## config.mk

```make
export PLATFORM = sky130hd
export DESIGN_NAME = roi_flow_average
export DESIGN_NICKNAME = d
export VERILOG_FILES = /design/src/rtl/rfa_pkg.sv /design/src/rtl/rfa_divider.sv /design/src/rtl/rfa_datapath.sv /design/src/rtl/rfa_ctrl.sv /design/src/rtl/roi_flow_average.sv
export SDC_FILE = /design/constraint.sdc
export NUM_CORES = 1
export LEC_CHECK = 0
export ABC_CLOCK_PERIOD_IN_PS = 22600
export BUFFER_PORTS_ARGS = -buffer_cell sky130_fd_sc_hd__buf_2
export CORE_MARGIN = 2
export CORE_UTILIZATION = 68
export DETAILED_ROUTE_END_ITERATION = 7
export PLACE_DENSITY = 0.87
export REMOVE_ABC_BUFFERS = 1
export SLEW_MARGIN = 20
export SYNTH_ARGS = -nofsm -noshare
export SYNTH_HDL_FRONTEND = slang
export SYNTH_SLANG_ARGS = --single-unit
```

## constraint.sdc

```tcl
create_clock -name clk_i -period 22.6 [get_ports clk_i]
set_input_delay 1.13 -clock clk_i [delete_from_list [all_inputs] [get_ports clk_i]]
set_output_delay 1.13 -clock clk_i [all_outputs]
set_load 0.02 [all_outputs]
```

## src/rtl/rfa_pkg.sv

```systemverilog
// Shared types, constants and handshake structs of the region flow averager.
package rfa_pkg;

  localparam int FLOW_W     = 16;  // flow component width, signed Q8.8
  localparam int COORD_W    = 16;  // rectangle center, signed Q12.4
  localparam int SIZE_W     = 15;  // rectangle size, unsigned Q11.4
  localparam int DIMREG_W   = 11;  // image dimension registers
  localparam int COUNT_W    = 20;  // inside pixel count
  localparam int CFG_W      = 16;  // widest configuration register
  localparam int CFG_ADDR_W = 3;
  localparam int BND_W      = 14;  // signed pixel bounds
  localparam int FRAC_SHIFT = 5;   // doubled Q12.4 values carry five fraction bits

  localparam logic [DIMREG_W-1:0] DIM_RESET = DIMREG_W'(1024);
  localparam logic [COUNT_W-1:0]  COUNT_MAX = '1;

  typedef enum logic [CFG_ADDR_W-1:0] {
    REG_CENTER_X = 3'd0,
    REG_CENTER_Y = 3'd1,
    REG_WIDTH    = 3'd2,
    REG_HEIGHT   = 3'd3,
    REG_COLS     = 3'd4,
    REG_ROWS     = 3'd5
  } rfa_reg_e;

  typedef enum logic [2:0] {
    ST_ACCUM,
    ST_START_X,
    ST_DIV_X,
    ST_DIV_Y,
    ST_EMIT
  } rfa_state_e;

  typedef struct packed {
    logic signed [FLOW_W-1:0] flow_x;
    logic signed [FLOW_W-1:0] flow_y;
    logic                     frame_last;
  } rfa_pix_t;

  typedef struct packed {
    logic signed [FLOW_W-1:0] mean_x;
    logic signed [FLOW_W-1:0] mean_y;
    logic [COUNT_W-1:0]       pixel_count;
    logic                     region_empty;
  } rfa_res_t;

  typedef struct packed {
    logic pix_acc;
    logic div_start;
    logic div_sel_y;
    logic cap_x;
    logic load_out;
  } rfa_cmd_t;

  typedef struct packed {
    logic div_busy;
    logic div_done;
    logic empty;
  } rfa_sts_t;

endpackage

```

## src/rtl/rfa_divider.sv

```systemverilog
// Serial restoring divider: signed sum over unsigned count, truncated toward zero.
module rfa_divider import rfa_pkg::*; #(
  parameter int DVD_W = 36
) (
  input  logic                     clk_i,
  input  logic                     rst_ni,
  input  logic                     start_i,
  input  logic signed [DVD_W-1:0]  dividend_i,
  input  logic [COUNT_W-1:0]       divisor_i,
  output logic                     busy_o,
  output logic                     done_o,
  output logic signed [FLOW_W-1:0] quot_o
);

  localparam int STEP_W = $clog2(DVD_W);

  logic               busy_q, busy_d;
  logic               done_q, done_d;
  logic [STEP_W-1:0]  step_q, step_d;
  logic               neg_q, neg_d;
  logic [DVD_W-1:0]   dvd_q, dvd_d;
  logic [COUNT_W-1:0] rem_q, rem_d;
  logic [COUNT_W-1:0] dsr_q, dsr_d;

  logic [COUNT_W:0]   trial;
  logic [COUNT_W+1:0] diff;
  logic               ge;

  assign trial = {rem_q, dvd_q[DVD_W-1]};
  assign diff  = {1'b0, trial} - {2'b00, dsr_q};
  assign ge    = ~diff[COUNT_W+1];

  always_comb begin
    busy_d = busy_q;
    done_d = done_q;
    step_d = step_q;
    neg_d  = neg_q;
    dvd_d  = dvd_q;
    rem_d  = rem_q;
    dsr_d  = dsr_q;
    if (start_i) begin
      busy_d = 1'b1;
      done_d = 1'b0;
      step_d = '0;
      neg_d  = dividend_i[DVD_W-1];
      // The negation of the most negative sum still reads right as unsigned.
      dvd_d  = dividend_i[DVD_W-1] ? DVD_W'(-dividend_i) : DVD_W'(dividend_i);
      rem_d  = '0;
      dsr_d  = divisor_i;
    end else if (busy_q) begin
      rem_d = ge ? diff[COUNT_W-1:0] : trial[COUNT_W-1:0];
      dvd_d = {dvd_q[DVD_W-2:0], ge};
      if (step_q == STEP_W'(DVD_W - 1)) begin
        busy_d = 1'b0;
        done_d = 1'b1;
      end else begin
        step_d = step_q + STEP_W'(1);
      end
    end
  end

  always_ff @(posedge clk_i or negedge rst_ni) begin
    if (!rst_ni) begin
      busy_q <= 1'b0;
      done_q <= 1'b0;
      step_q <= '0;
    end else begin
      busy_q <= busy_d;
      done_q <= done_d;
      step_q <= step_d;
    end
  end

  always_ff @(posedge clk_i) begin
    neg_q <= neg_d;
    dvd_q <= dvd_d;
    rem_q <= rem_d;
    dsr_q <= dsr_d;
  end

  assign busy_o = busy_q;
  assign done_o = done_q;
  assign quot_o = neg_q ? -$signed(dvd_q[FLOW_W-1:0]) : $signed(dvd_q[FLOW_W-1:0]);

  a_start_idle: assert property (@(posedge clk_i) disable iff (!rst_ni)
    start_i |-> !busy_q)
    else $error("divider started while a division is running");

  a_done_after_busy: assert property (@(posedge clk_i) disable iff (!rst_ni)
    $rose(done_q) |-> $past(busy_q))
    else $error("divider finished without running");

endmodule

```

## src/rtl/rfa_datapath.sv

```systemverilog
// Datapath: configuration, position counters, region test, sums, divider and result register.
module rfa_datapath import rfa_pkg::*; #(
  parameter int MAX_COLS = 1024,
  parameter int MAX_ROWS = 1024
) (
  input  logic                  clk_i,
  input  logic                  rst_ni,
  input  logic                  cfg_we_i,
  input  logic [CFG_ADDR_W-1:0] cfg_addr_i,
  input  logic [CFG_W-1:0]      cfg_wdata_i,
  input  rfa_pix_t              pix_i,
  input  rfa_cmd_t              cmd_i,
  output rfa_sts_t              sts_o,
  output rfa_res_t              res_o
);

  localparam int CW     = $clog2(MAX_COLS);
  localparam int RW     = $clog2(MAX_ROWS);
  localparam int CDIM_W = ($clog2(MAX_COLS + 1) > DIMREG_W) ? $clog2(MAX_COLS + 1) : DIMREG_W;
  localparam int RDIM_W = ($clog2(MAX_ROWS + 1) > DIMREG_W) ? $clog2(MAX_ROWS + 1) : DIMREG_W;
  localparam int SUM_W  = FLOW_W + CW + RW;

  // Floor of (2 * center - size) / 32, never below column or row zero.
  function automatic logic signed [BND_W-1:0] lo_bound(
    input logic signed [COORD_W-1:0] c,
    input logic [SIZE_W-1:0]         s
  );
    logic signed [COORD_W+1:0] a;
    logic signed [COORD_W+1:0] f;
    a = $signed({c[COORD_W-1], c, 1'b0}) - $signed({{(COORD_W+2-SIZE_W){1'b0}}, s});
    f = a >>> FRAC_SHIFT;
    if (f < 0) begin
      return '0;
    end
    return BND_W'(f);
  endfunction

  // Ceiling of (2 * center + size) / 32, never above the last index.
  function automatic logic signed [BND_W-1:0] hi_bound(
    input logic signed [COORD_W-1:0] c,
    input logic [SIZE_W-1:0]         s,
    input logic signed [BND_W-1:0]   dmax
  );
    logic signed [COORD_W+1:0] b;
    logic signed [COORD_W+1:0] f;
    b = $signed({c[COORD_W-1], c, 1'b0}) + $signed({{(COORD_W+2-SIZE_W){1'b0}}, s})
        + $signed((COORD_W+2)'((1 << FRAC_SHIFT) - 1));
    f = b >>> FRAC_SHIFT;
    if (f > dmax) begin
      return dmax;
    end
    return BND_W'(f);
  endfunction

  logic signed [COORD_W-1:0] center_x_q, center_y_q;
  logic [SIZE_W-1:0]         width_q, height_q;
  logic [DIMREG_W-1:0]       cols_q, rows_q;

  logic [CW-1:0]             col_q, col_d;
  logic [RW-1:0]             row_q, row_d;
  logic signed [SUM_W-1:0]   sum_x_q, sum_x_d;
  logic signed [SUM_W-1:0]   sum_y_q, sum_y_d;
  logic [COUNT_W-1:0]        count_q, count_d;
  logic signed [FLOW_W-1:0]  mean_x_q;
  rfa_res_t                  res_q;

  logic [CDIM_W-1:0]         cols_eff;
  logic [RDIM_W-1:0]         rows_eff;
  logic signed [BND_W-1:0]   xlo, xhi, ylo, yhi;
  logic signed [BND_W-1:0]   col_s, row_s;
  logic                      in_region;
  logic                      empty;
  logic                      div_busy, div_done;
  logic signed [FLOW_W-1:0]  quot;

  always_ff @(posedge clk_i or negedge rst_ni) begin
    if (!rst_ni) begin
      center_x_q <= '0;
      center_y_q <= '0;
      width_q    <= '0;
      height_q   <= '0;
      cols_q     <= DIM_RESET;
      rows_q     <= DIM_RESET;
    end else if (cfg_we_i) begin
      unique case (rfa_reg_e'(cfg_addr_i))
        REG_CENTER_X: center_x_q <= $signed(cfg_wdata_i[COORD_W-1:0]);
        REG_CENTER_Y: center_y_q <= $signed(cfg_wdata_i[COORD_W-1:0]);
        REG_WIDTH:    width_q    <= cfg_wdata_i[SIZE_W-1:0];
        REG_HEIGHT:   height_q   <= cfg_wdata_i[SIZE_W-1:0];
        REG_COLS:     cols_q     <= cfg_wdata_i[DIMREG_W-1:0];
        REG_ROWS:     rows_q     <= cfg_wdata_i[DIMREG_W-1:0];
        default: ;
      endcase
    end
  end

  // A dimension of zero or beyond the build maximum falls back to the maximum.
  always_comb begin
    cols_eff = CDIM_W'(cols_q);
    if (cols_eff == '0 || cols_eff > CDIM_W'(MAX_COLS)) begin
      cols_eff = CDIM_W'(MAX_COLS);
    end
    rows_eff = RDIM_W'(rows_q);
    if (rows_eff == '0 || rows_eff > RDIM_W'(MAX_ROWS)) begin
      rows_eff = RDIM_W'(MAX_ROWS);
    end
  end

  assign xlo   = lo_bound(center_x_q, width_q);
  assign ylo   = lo_bound(center_y_q, height_q);
  assign xhi   = hi_bound(center_x_q, width_q, $signed(BND_W'(cols_eff - CDIM_W'(1))));
  assign yhi   = hi_bound(center_y_q, height_q, $signed(BND_W'(rows_eff - RDIM_W'(1))));
  assign col_s = $signed(BND_W'(col_q));
  assign row_s = $signed(BND_W'(row_q));
  // Upper bounds are exclusive, so a negative upper bound leaves the axis empty.
  assign in_region = (col_s >= xlo) && (col_s < xhi) && (row_s >= ylo) && (row_s < yhi);
  assign empty     = (count_q == '0);

  always_comb begin
    col_d   = col_q;
    row_d   = row_q;
    sum_x_d = sum_x_q;
    sum_y_d = sum_y_q;
    count_d = count_q;
    if (cmd_i.load_out) begin
      col_d   = '0;
      row_d   = '0;
      sum_x_d = '0;
      sum_y_d = '0;
      count_d = '0;
    end else if (cmd_i.pix_acc) begin
      if (in_region) begin
        sum_x_d = sum_x_q + SUM_W'(pix_i.flow_x);
        sum_y_d = sum_y_q + SUM_W'(pix_i.flow_y);
        if (count_q != COUNT_MAX) begin
          count_d = count_q + COUNT_W'(1);
        end
      end
      if (!pix_i.frame_last) begin
        if (CDIM_W'(col_q) + CDIM_W'(1) >= cols_eff) begin
          col_d = '0;
          if (RDIM_W'(row_q) + RDIM_W'(1) >= rows_eff) begin
            row_d = '0;
          end else begin
            row_d = row_q + RW'(1);
          end
        end else begin
          col_d = col_q + CW'(1);
        end
      end
    end
  end

  always_ff @(posedge clk_i or negedge rst_ni) begin
    if (!rst_ni) begin
      col_q   <= '0;
      row_q   <= '0;
      sum_x_q <= '0;
      sum_y_q <= '0;
      count_q <= '0;
    end else begin
      col_q   <= col_d;
      row_q   <= row_d;
      sum_x_q <= sum_x_d;
      sum_y_q <= sum_y_d;
      count_q <= count_d;
    end
  end

  rfa_divider #(
    .DVD_W(SUM_W)
  ) u_divider (
    .clk_i      (clk_i),
    .rst_ni     (rst_ni),
    .start_i    (cmd_i.div_start),
    .dividend_i (cmd_i.div_sel_y ? sum_y_q : sum_x_q),
    .divisor_i  (count_q),
    .busy_o     (div_busy),
    .done_o     (div_done),
    .quot_o     (quot)
  );

  always_ff @(posedge clk_i) begin
    if (cmd_i.cap_x) begin
      mean_x_q <= quot;
    end
    if (cmd_i.load_out) begin
      res_q.mean_x       <= empty ? '0 : mean_x_q;
      res_q.mean_y       <= empty ? '0 : quot;
      res_q.pixel_count  <= count_q;
      res_q.region_empty <= empty;
    end
  end

  assign sts_o.div_busy = div_busy;
  assign sts_o.div_done = div_done;
  assign sts_o.empty    = empty;
  assign res_o          = res_q;

  a_count_saturates: assert property (@(posedge clk_i) disable iff (!rst_ni)
    (count_q == COUNT_MAX && !cmd_i.load_out) |=> count_q == COUNT_MAX)
    else $error("inside count wrapped past its maximum");

endmodule

```

## src/rtl/rfa_ctrl.sv

```systemverilog
// Controller: frame sequencing, division order and result register handshake.
module rfa_ctrl import rfa_pkg::*; (
  input  logic     clk_i,
  input  logic     rst_ni,
  input  logic     in_valid_i,
  input  logic     frame_last_i,
  input  logic     out_ready_i,
  input  rfa_sts_t sts_i,
  output logic     in_ready_o,
  output logic     out_valid_o,
  output rfa_cmd_t cmd_o
);

  rfa_state_e state_q, state_d;
  logic       out_valid_q, out_valid_d;

  always_comb begin
    state_d = state_q;
    cmd_o   = '0;
    in_ready_o = 1'b0;
    unique case (state_q)
      ST_ACCUM: begin
        in_ready_o    = 1'b1;
        cmd_o.pix_acc = in_valid_i;
        if (in_valid_i && frame_last_i) begin
          state_d = ST_START_X;
        end
      end
      ST_START_X: begin
        if (sts_i.empty) begin
          state_d = ST_EMIT;
        end else begin
          cmd_o.div_start = 1'b1;
          state_d         = ST_DIV_X;
        end
      end
      ST_DIV_X: begin
        if (sts_i.div_done) begin
          cmd_o.cap_x     = 1'b1;
          cmd_o.div_start = 1'b1;
          cmd_o.div_sel_y = 1'b1;
          state_d         = ST_DIV_Y;
        end
      end
      ST_DIV_Y: begin
        if (sts_i.div_done) begin
          state_d = ST_EMIT;
        end
      end
      ST_EMIT: begin
        // The previous result must be transferred before it is replaced.
        if (!out_valid_q || out_ready_i) begin
          cmd_o.load_out = 1'b1;
          state_d        = ST_ACCUM;
        end
      end
      default: state_d = ST_ACCUM;
    endcase
  end

  always_comb begin
    out_valid_d = out_valid_q;
    if (cmd_o.load_out) begin
      out_valid_d = 1'b1;
    end else if (out_ready_i) begin
      out_valid_d = 1'b0;
    end
  end

  always_ff @(posedge clk_i or negedge rst_ni) begin
    if (!rst_ni) begin
      state_q     <= ST_ACCUM;
      out_valid_q <= 1'b0;
    end else begin
      state_q     <= state_d;
      out_valid_q <= out_valid_d;
    end
  end

  assign out_valid_o = out_valid_q;

  a_idle_divider: assert property (@(posedge clk_i) disable iff (!rst_ni)
    state_q == ST_ACCUM |-> !sts_i.div_busy)
    else $error("divider still running while pixels are accepted");

endmodule

```

## src/rtl/roi_flow_average.sv

```systemverilog
// Top level of the region-of-interest mean flow block.
//
// Pixels of a flow field are taken in raster order at one per cycle while the block
// accumulates; column and row positions come from internal counters, and pixels inside
// the configured rectangle are summed and counted. The transfer of a pixel flagged as
// frame last closes the frame: the two means are then formed one after the other in a
// shared bit-serial restoring divider of SUM_W = 16 + log2(MAX_COLS) + log2(MAX_ROWS)
// bits, so the input stalls after that pixel while both divisions run, or only through
// the count check and the result load when the region is empty. The result sits in an
// output register, and the next frame's pixels are taken while it waits; a frame end
// that finds the previous result still untaken holds until that result is transferred.
// Configuration writes take effect at once and are meant for idle periods.
module roi_flow_average import rfa_pkg::*; #(
  parameter int MAX_COLS = 1024,
  parameter int MAX_ROWS = 1024
) (
  input  logic                  clk_i,
  input  logic                  rst_ni,
  input  logic                  cfg_we_i,
  input  logic [CFG_ADDR_W-1:0] cfg_addr_i,
  input  logic [CFG_W-1:0]      cfg_wdata_i,
  input  logic                  in_valid_i,
  output logic                  in_ready_o,
  input  rfa_pix_t              in_data_i,
  output logic                  out_valid_o,
  input  logic                  out_ready_i,
  output rfa_res_t              out_data_o
);

  rfa_cmd_t cmd;
  rfa_sts_t sts;

  rfa_ctrl u_ctrl (
    .clk_i        (clk_i),
    .rst_ni       (rst_ni),
    .in_valid_i   (in_valid_i),
    .frame_last_i (in_data_i.frame_last),
    .out_ready_i  (out_ready_i),
    .sts_i        (sts),
    .in_ready_o   (in_ready_o),
    .out_valid_o  (out_valid_o),
    .cmd_o        (cmd)
  );

  rfa_datapath #(
    .MAX_COLS(MAX_COLS),
    .MAX_ROWS(MAX_ROWS)
  ) u_datapath (
    .clk_i       (clk_i),
    .rst_ni      (rst_ni),
    .cfg_we_i    (cfg_we_i),
    .cfg_addr_i  (cfg_addr_i),
    .cfg_wdata_i (cfg_wdata_i),
    .pix_i       (in_data_i),
    .cmd_i       (cmd),
    .sts_o       (sts),
    .res_o       (out_data_o)
  );

endmodule
```

==> results of run 1 <==
layout by cell type (no fill, tap or decap), types with 10 or more instances in the layout:
master	n
nand2b_1	62
nand4_1	29
edfxtp_1	126
mux2i_1	100
a21o_1	66
xor2_1	48
nor4_1	14
and2_1	12
nor2b_1	53
a21oi_1	151
dfxtp_1	20
ha_1	268
o211ai_1	19
o21bai_1	11
or2_2	24
or3_1	15
buf_4	25
nand2_1	312
clkbuf_16	40
a211oi_1	17
and3_1	30
o21a_1	20
a21boi_0	10
o31ai_1	21
a31oi_1	22
nand3_1	92
o21ai_0	219
inv_1	153
or4_1	14
xnor2_1	113
nor3_1	67
mux2_2	64
buf_2	110
nor2_1	157
dfrtp_1	206
tightest hold or removal path: stages, from the launching register on:
cell and delay (ps):
dfxtp_1 320, nand2_1 50, o21ai_0 60
layout make-up:
| class | count | area [sq um] | share of cell area, % |
|---|---|---|---|
| Timing Repair Buffer | 136 | 752 | 2.69 |
| Antenna cell | 1 | 2.50 | 0.00896 |
| Tap cell | 468 | 586 | 2.10 |
| Sequential cell | 354 | 9390 | 33.6 |
| Clock inverter | 22 | 289 | 1.04 |
| Multi-Input combinational cell | 2174 | 15200 | 54.5 |
| Inverter | 156 | 586 | 2.10 |
| Clock buffer | 52 | 1110 | 3.96 |
metrics by stage:
step	util, %	cell area (sq um)	instances	setup slack (ps)
floorplan	-	25100	2684	13200
global placement	72.3	26500	3288	14830
detailed placement	72.3	26500	3288	14500
CTS	76.1	27900	3362	14480
global route	76.1	27900	3362	13620
finish	76.1	27900	3363	14390
metal layers:
layer  vias up  GRT usage [%]  share of wire, %  wire length [um]
li1      10200              -                 -                 -
met1     10500           44.4                42             27600
met2       900           57.5                47             31400
met3       164           5.91               7.5              5000
met4         4           14.3               3.5              2340
met5         -              0             0.048                32
cells by family after synthesis:
family	count (synthesis)	share of synthesized area (%)
flip-flops	354	36.9
AND/OR/NAND/NOR	923	17.7
XOR/XNOR	161	5.54
adder cells (fa/ha/maj)	271	13.4
buffers and inverters	243	3.67
multiplexers	164	6.76
AO/OA/AOI/OAI	651	16.0
other	1	0.0147
worst max-delay path by stage:
stage | to | cells past startpoint
global route | u_datapath.sum_x_q[9] | 29
CTS | u_datapath.sum_x_q[20] | 29
finish | u_datapath.sum_x_q[20] | 31
floorplan | u_datapath.sum_x_q[0] | 28
detailed placement | u_datapath.sum_x_q[20] | 29
global placement | u_datapath.sum_y_q[35] | 29
sequential cells by signal, summed over array words and instances, names as in the netlist, 3 cells and up:
register and cells:
u_datapath.sum_x_q 36, u_datapath.u_divider.dvd_q 36, u_datapath.mean_x_q 16, u_datapath.u_divider.step_q 6, u_datapath.rows_q 11, u_datapath.center_x_q 16, u_datapath.col_q 10, u_datapath.cols_q 11
u_datapath.width_q 15, u_datapath.u_divider.rem_q 20, u_ctrl.state_q 3, u_datapath.count_q 20, u_datapath.center_y_q 16, u_datapath.res_o 53, u_datapath.sum_y_q 36, u_datapath.u_divider.dsr_q 20
u_datapath.row_q 10, u_datapath.height_q 15
report_power, final:
group          leakage, nW  switching [mW]  internal [mW]  total (mW)
sequential            4.03           0.192          0.883        1.08
clock                0.676           0.282          0.407       0.689
combinational         8.14            1.16          0.838        2.00
==> impl_metrics.ini, run 1 <==
[clock_network]
cts_tree = done
root_buffer = clkbuf_16
cts.clk_slew.worst_paths_ps = 60
cts_setup_buffers = 0
clock_latency_ps = 590
ctsHoldBuffers = 0
htree_levels = 2
clock_sinks = 354
cts_buffer_depth = 3
cts_resized = 0
cts_buffers = 40

[timing]
min_period_over_period_pct = 36.3
hold_ws_ps = 488
worst_pin_slew_ps = 1060
skew_ps = 41.8
max_slew_margin_pct = 28.7
rsz0062_at_grt = false
setup_violations = 0
finalMaxSlewViolations = 0
fmax_ghz = 0.122
fin_setup_tns_ps = 0
hold_violations = 0
fin_crit_ps = 8210

[global_routing]
antenna_found_initial = 2
grt_max_degree = 84
grt_pass1_wl_um = 108000
grt_usage_pct = 34.4
grt_overflow_total = 0
grt_pass1_vias = 21600

[routing]
via_per_inst = 6.45
drc = 0
drt_iter0_drc = 2053
wl_um = 66400
vias = 21700
dr.pass1.iters = 6
routedWlPerCell_um = 19.7
ant_nets = 0

[place]
hpwl_um = 48000
port_buffers = 111
place_congestion = 0.959

[die]
io_pins = 112
fp-row-count = 70
core_area_sq_mm = 0.0367
die_h_um = 197
die_w_um = 197
initial_core_util_pct = 69.4
die_area_sq_mm = 0.0390

[power_and_ir_drop]
p_leak_nw = 12.9
power_mw = 3.76
p_per_area_mw_per_mm2 = 135
vdd_ir_drop_max_uv = 76.3

[critical_path]
cp_common_cell = ha_1
crit_buf_inv = 4
critPathTopFamily = compound AO/OA/AOI/OAI gates
crit_path_start = u_datapath.width_q[2]
worstSetupPathType = register to register
crit_path_start_kind = register
end_kind = register
required_ps = 23090
reg2reg_depth = 31
slowest_delay_ps = 720
rrSetupSlack_ps = 14390
worstPathArrival_ps = 8700
crit_fanout = 45
reg2reg_to = u_datapath.sum_x_q[20]
critPathSlowestCell = a2111o_1
r2r_start = u_datapath.width_q[2]

[min_path]
hp-class = register to register
hold_path_depth = 2
hold_start = u_datapath.u_divider.rem_q[13]
min_to = u_datapath.u_divider.rem_q[13]

[synth]
ys_types = 85
post-synth-top-area-cell = dfrtp_1
yosysMostFrequentCell = nand2_1
synth_edf_count = 126
syn_avg_cell_area_sq_um = 9.20
syn_inst = 2768
synth_top_area_share_pct = 20.3
synthTopCellsByArea = dfrtp_1 20%, edfxtp_1 15%, ha_1 13%, nand2_1 4.6%, o21ai_0 4.3%
yosys_warnings = 0
synthArstFlopShare_pct = 58.8
ys_dominant_reg_cell = dfrtp_1
ys_seq_elements = 354
syn_area_sq_mm = 0.0255
yosys-top-cells-count = 312 x nand2_1, 268 x ha_1, 220 x o21ai_0, 206 x dfrtp_1, 158 x nor2_1
ys_seq_area_share_pct = 36.9

[finish]
drive_above_1_share_pct = 10.7
nNetsFinal = 3190
n_fill_cell = 2528
area_growth_pct = 9.66

[run_status]
status = completed

[job]
drv_cap = 0
Note: power is estimated with default switching activity, not from simulation.
==> run 2: changes to the inputs <==
--- a/config.mk
+++ b/config.mk
@@ -5,12 +5,13 @@
 export SDC_FILE = /design/constraint.sdc
 export NUM_CORES = 1
 export LEC_CHECK = 0
-export ABC_CLOCK_PERIOD_IN_PS = 22600
+export ABC_AREA = 1
+export ABC_CLOCK_PERIOD_IN_PS = 8050
 export BUFFER_PORTS_ARGS = -buffer_cell sky130_fd_sc_hd__buf_2
 export CORE_MARGIN = 2
-export CORE_UTILIZATION = 68
+export CORE_UTILIZATION = 64
 export DETAILED_ROUTE_END_ITERATION = 7
-export PLACE_DENSITY = 0.87
+export PLACE_DENSITY = 0.82
 export REMOVE_ABC_BUFFERS = 1
 export SLEW_MARGIN = 20
 export SYNTH_ARGS = -nofsm -noshare
==> constraint.sdc (replaced) <==
create_clock -name clk_i -period 8.05 [get_ports clk_i]
set_input_delay 0.4025 -clock clk_i [delete_from_list [all_inputs] [get_ports clk_i]]
set_output_delay 0.4025 -clock clk_i [all_outputs]
set_load 0.02 [all_outputs]
==> run 2 against run 1 <==
Flip-flop and latch count stayed put. Maximum frequency is 17% higher. Non-clock buffer count decreased by 15. Power rose to 3.0 times the previous value.
==> impl_metrics.ini, run 2 <==
[place]
place_ws_ps = 1110
hpwl_um = 51600
port_buffers = 111
place_congestion = 0.963

[die]
core_area_sq_mm = 0.0408
fp-row-count = 74
die_w_um = 207
die_h_um = 207
io_pins = 112
initial_core_util_pct = 64.8
die_area_sq_mm = 0.0430

[timing]
rsz0062_at_grt = false
max_slew_margin_pct = 26.9
hold_ws_ps = 109
worst_pin_slew_ps = 1090
min_period_over_period_pct = 87.1
setup_slack_ps = 1040
fin_setup_tns_ps = 0
setup_violations = 0
fin_crit_ps = 7010
finalMaxSlewViolations = 0
hold_violations = 0
skew_ps = 21.9
fmax_ghz = 0.143

[critical_path]
r2r_start = u_datapath.center_x_q[3]
worstPathArrival_ps = 7470
critPathSlowestCell = nand2_4
worstSetupEndpoint = u_datapath.count_q[6]
rrSetupSlack_ps = 1040
crit_fanout = 120
reg2reg_depth = 35
required_ps = 8510
reg2reg_to = u_datapath.count_q[6]
worstSetupPathType = register to register
cp_common_cell = nand2_1
end_kind = register
slowest_delay_ps = 630
crit_path_start_kind = register
crit_path_start = u_datapath.center_x_q[3]

[synth]
ys_dominant_reg_cell = dfrtp_1
syn_area_sq_mm = 0.0264
synthTopCellsByArea = dfrtp_1 19%, edfxtp_1 14%, ha_1 13%, nand2_1 11%, inv_1 6.8%
synthArstFlopShare_pct = 58.8
yosysMostFrequentCell = nand2_1
yosys_warnings = 0
ys_types = 67
syn_avg_cell_area_sq_um = 7.73
synth_top_area_share_pct = 19.5
ys_seq_area_share_pct = 35.5
post-synth-top-area-cell = dfrtp_1
synth_edf_count = 126
syn_inst = 3420
yosys-top-cells-count = 768 x nand2_1, 478 x inv_1, 281 x o21ai_0, 268 x ha_1, 245 x nor2_1
ys_seq_elements = 354

[routing]
via_per_inst = 5.80
routedWlPerCell_um = 16.8
wl_um = 68400
drt_iter0_drc = 1842
vias = 23600
drc = 0
dr.pass1.iters = 5
ant_nets = 0

[finish]
antennaDiodeCount = 0
largest_reg_flops = 53
drive_above_1_share_pct = 8.11
layout_commonest_cell = nand2_1
n_fill_cell = 3238
final_cell_mix = 767 x nand2_1, 478 x inv_1, 281 x o21ai_0, 268 x ha_1, 245 x nor2_1
nNetsFinal = 3837
area_growth_pct = 9.02

[global_routing]
grt_max_degree = 121
grt_pass1_wl_um = 113000
grt_overflow_total = 0
grt_pass1_vias = 23200
grt_usage_pct = 31.7
antenna_found_initial = 2

[clock_network]
root_buffer = clkbuf_16
clock_sinks = 354
cts_buffers = 40
htree_levels = 2
cts_tree = done
cts_buffer_depth = 3
clock_latency_ps = 590
cts.clk_slew.worst_paths_ps = 60
cts_resized = 0

[power_and_ir_drop]
p_per_area_mw_per_mm2 = 391
p_leak_nw = 14.7
vdd_ir_drop_max_uv = 181

[job]
drv_cap = 0

[run_status]
status = completed

[min_path]
hold_path_depth = 3
hp-class = input port to register
==> run 2: layout make-up <==
type | count | area (sq um) | share of cell area, %
clock buffers | 50 | 1100 | 3.81
clock inverters | 24 | 334 | 1.16
inverters | 489 | 1840 | 6.38
multi-input cells | 2503 | 14900 | 51.5
flip-flops and latches | 354 | 9390 | 32.6
well taps | 532 | 666 | 2.31
repair buffers | 121 | 649 | 2.25
==> run 2: how the worst min path moves through the flow <==
| stage | from | endpoint |
|---|---|---|
| 6_report | cfg_wdata_i[15] | u_datapath.center_x_q[15] |
| 4_1_cts | cfg_wdata_i[15] | u_datapath.center_x_q[15] |
| 3_3_place_gp | rst_ni | u_datapath.center_y_q[11] |
| 5_1_grt | cfg_wdata_i[15] | u_datapath.center_x_q[15] |
| 3_5_place_dp | rst_ni | u_datapath.center_y_q[11] |
| 2_1_floorplan | rst_ni | u_ctrl.out_valid_o |
==> run 2: routing by layer <==
metal  wire length, um  track usage, %  vias up
met2             32700            53.4      773
met3              4370            4.19      162
met1             29300            42.6    11100
met4              2000            10.0        2
met5                 7               0        -
li1                  -               -    11600
==> run 2: power breakdown <==
group / switching, mW / internal (mW) / leakage [nW]
clock network: 0.811 / 1.15 / 0.687
logic: 3.95 / 2.27 / 9.89
registers: 0.511 / 2.56 / 4.07
==> run 2: what timing repair did <==
action	CTS	global route
endpoints found under the hold margin	61	0
buffers inserted	0	0
hold buffers	1	0
==> run 2: metrics by stage <==
| step | area, sq um | power, mW | cells | util, % |
|---|---|---|---|---|
| 2_1_floorplan | 26100 | 7.63 | 3346 | - |
| 3_3_place_gp | 27400 | 8.90 | 3998 | 67.0 |
| 3_5_place_dp | 27400 | 9.18 | 3998 | 67.0 |
| 4_1_cts | 28800 | 11.2 | 4073 | 70.6 |
| 5_1_grt | 28800 | 12.3 | 4073 | 70.6 |
| 6_report | 28800 | 11.3 | 4073 | 70.6 |
==> run 2: worst max-delay path: cells and delay by family (launching register included) <==
family / cells / cell delay, ps
and+or+nand+nor: 15 / 2280
DFF: 1 / 370
xor gates and xnor gates: 1 / 240
buffers and inverters: 5 / 700
AOI/OAI and AO/OA: 10 / 2000
adders and majority gates: 4 / 1180
==> run 2: kinds of logic after synthesis <==
logic type	Yosys count	share of synthesized area, %
flops	354	35.5
simple gates	1366	22.1
mux	8	0.303
compound gates	667	14.5
buf+inv	566	8.48
xor+xnor	187	6.19
other cells	1	0.0142
fa+ha+maj	271	12.9
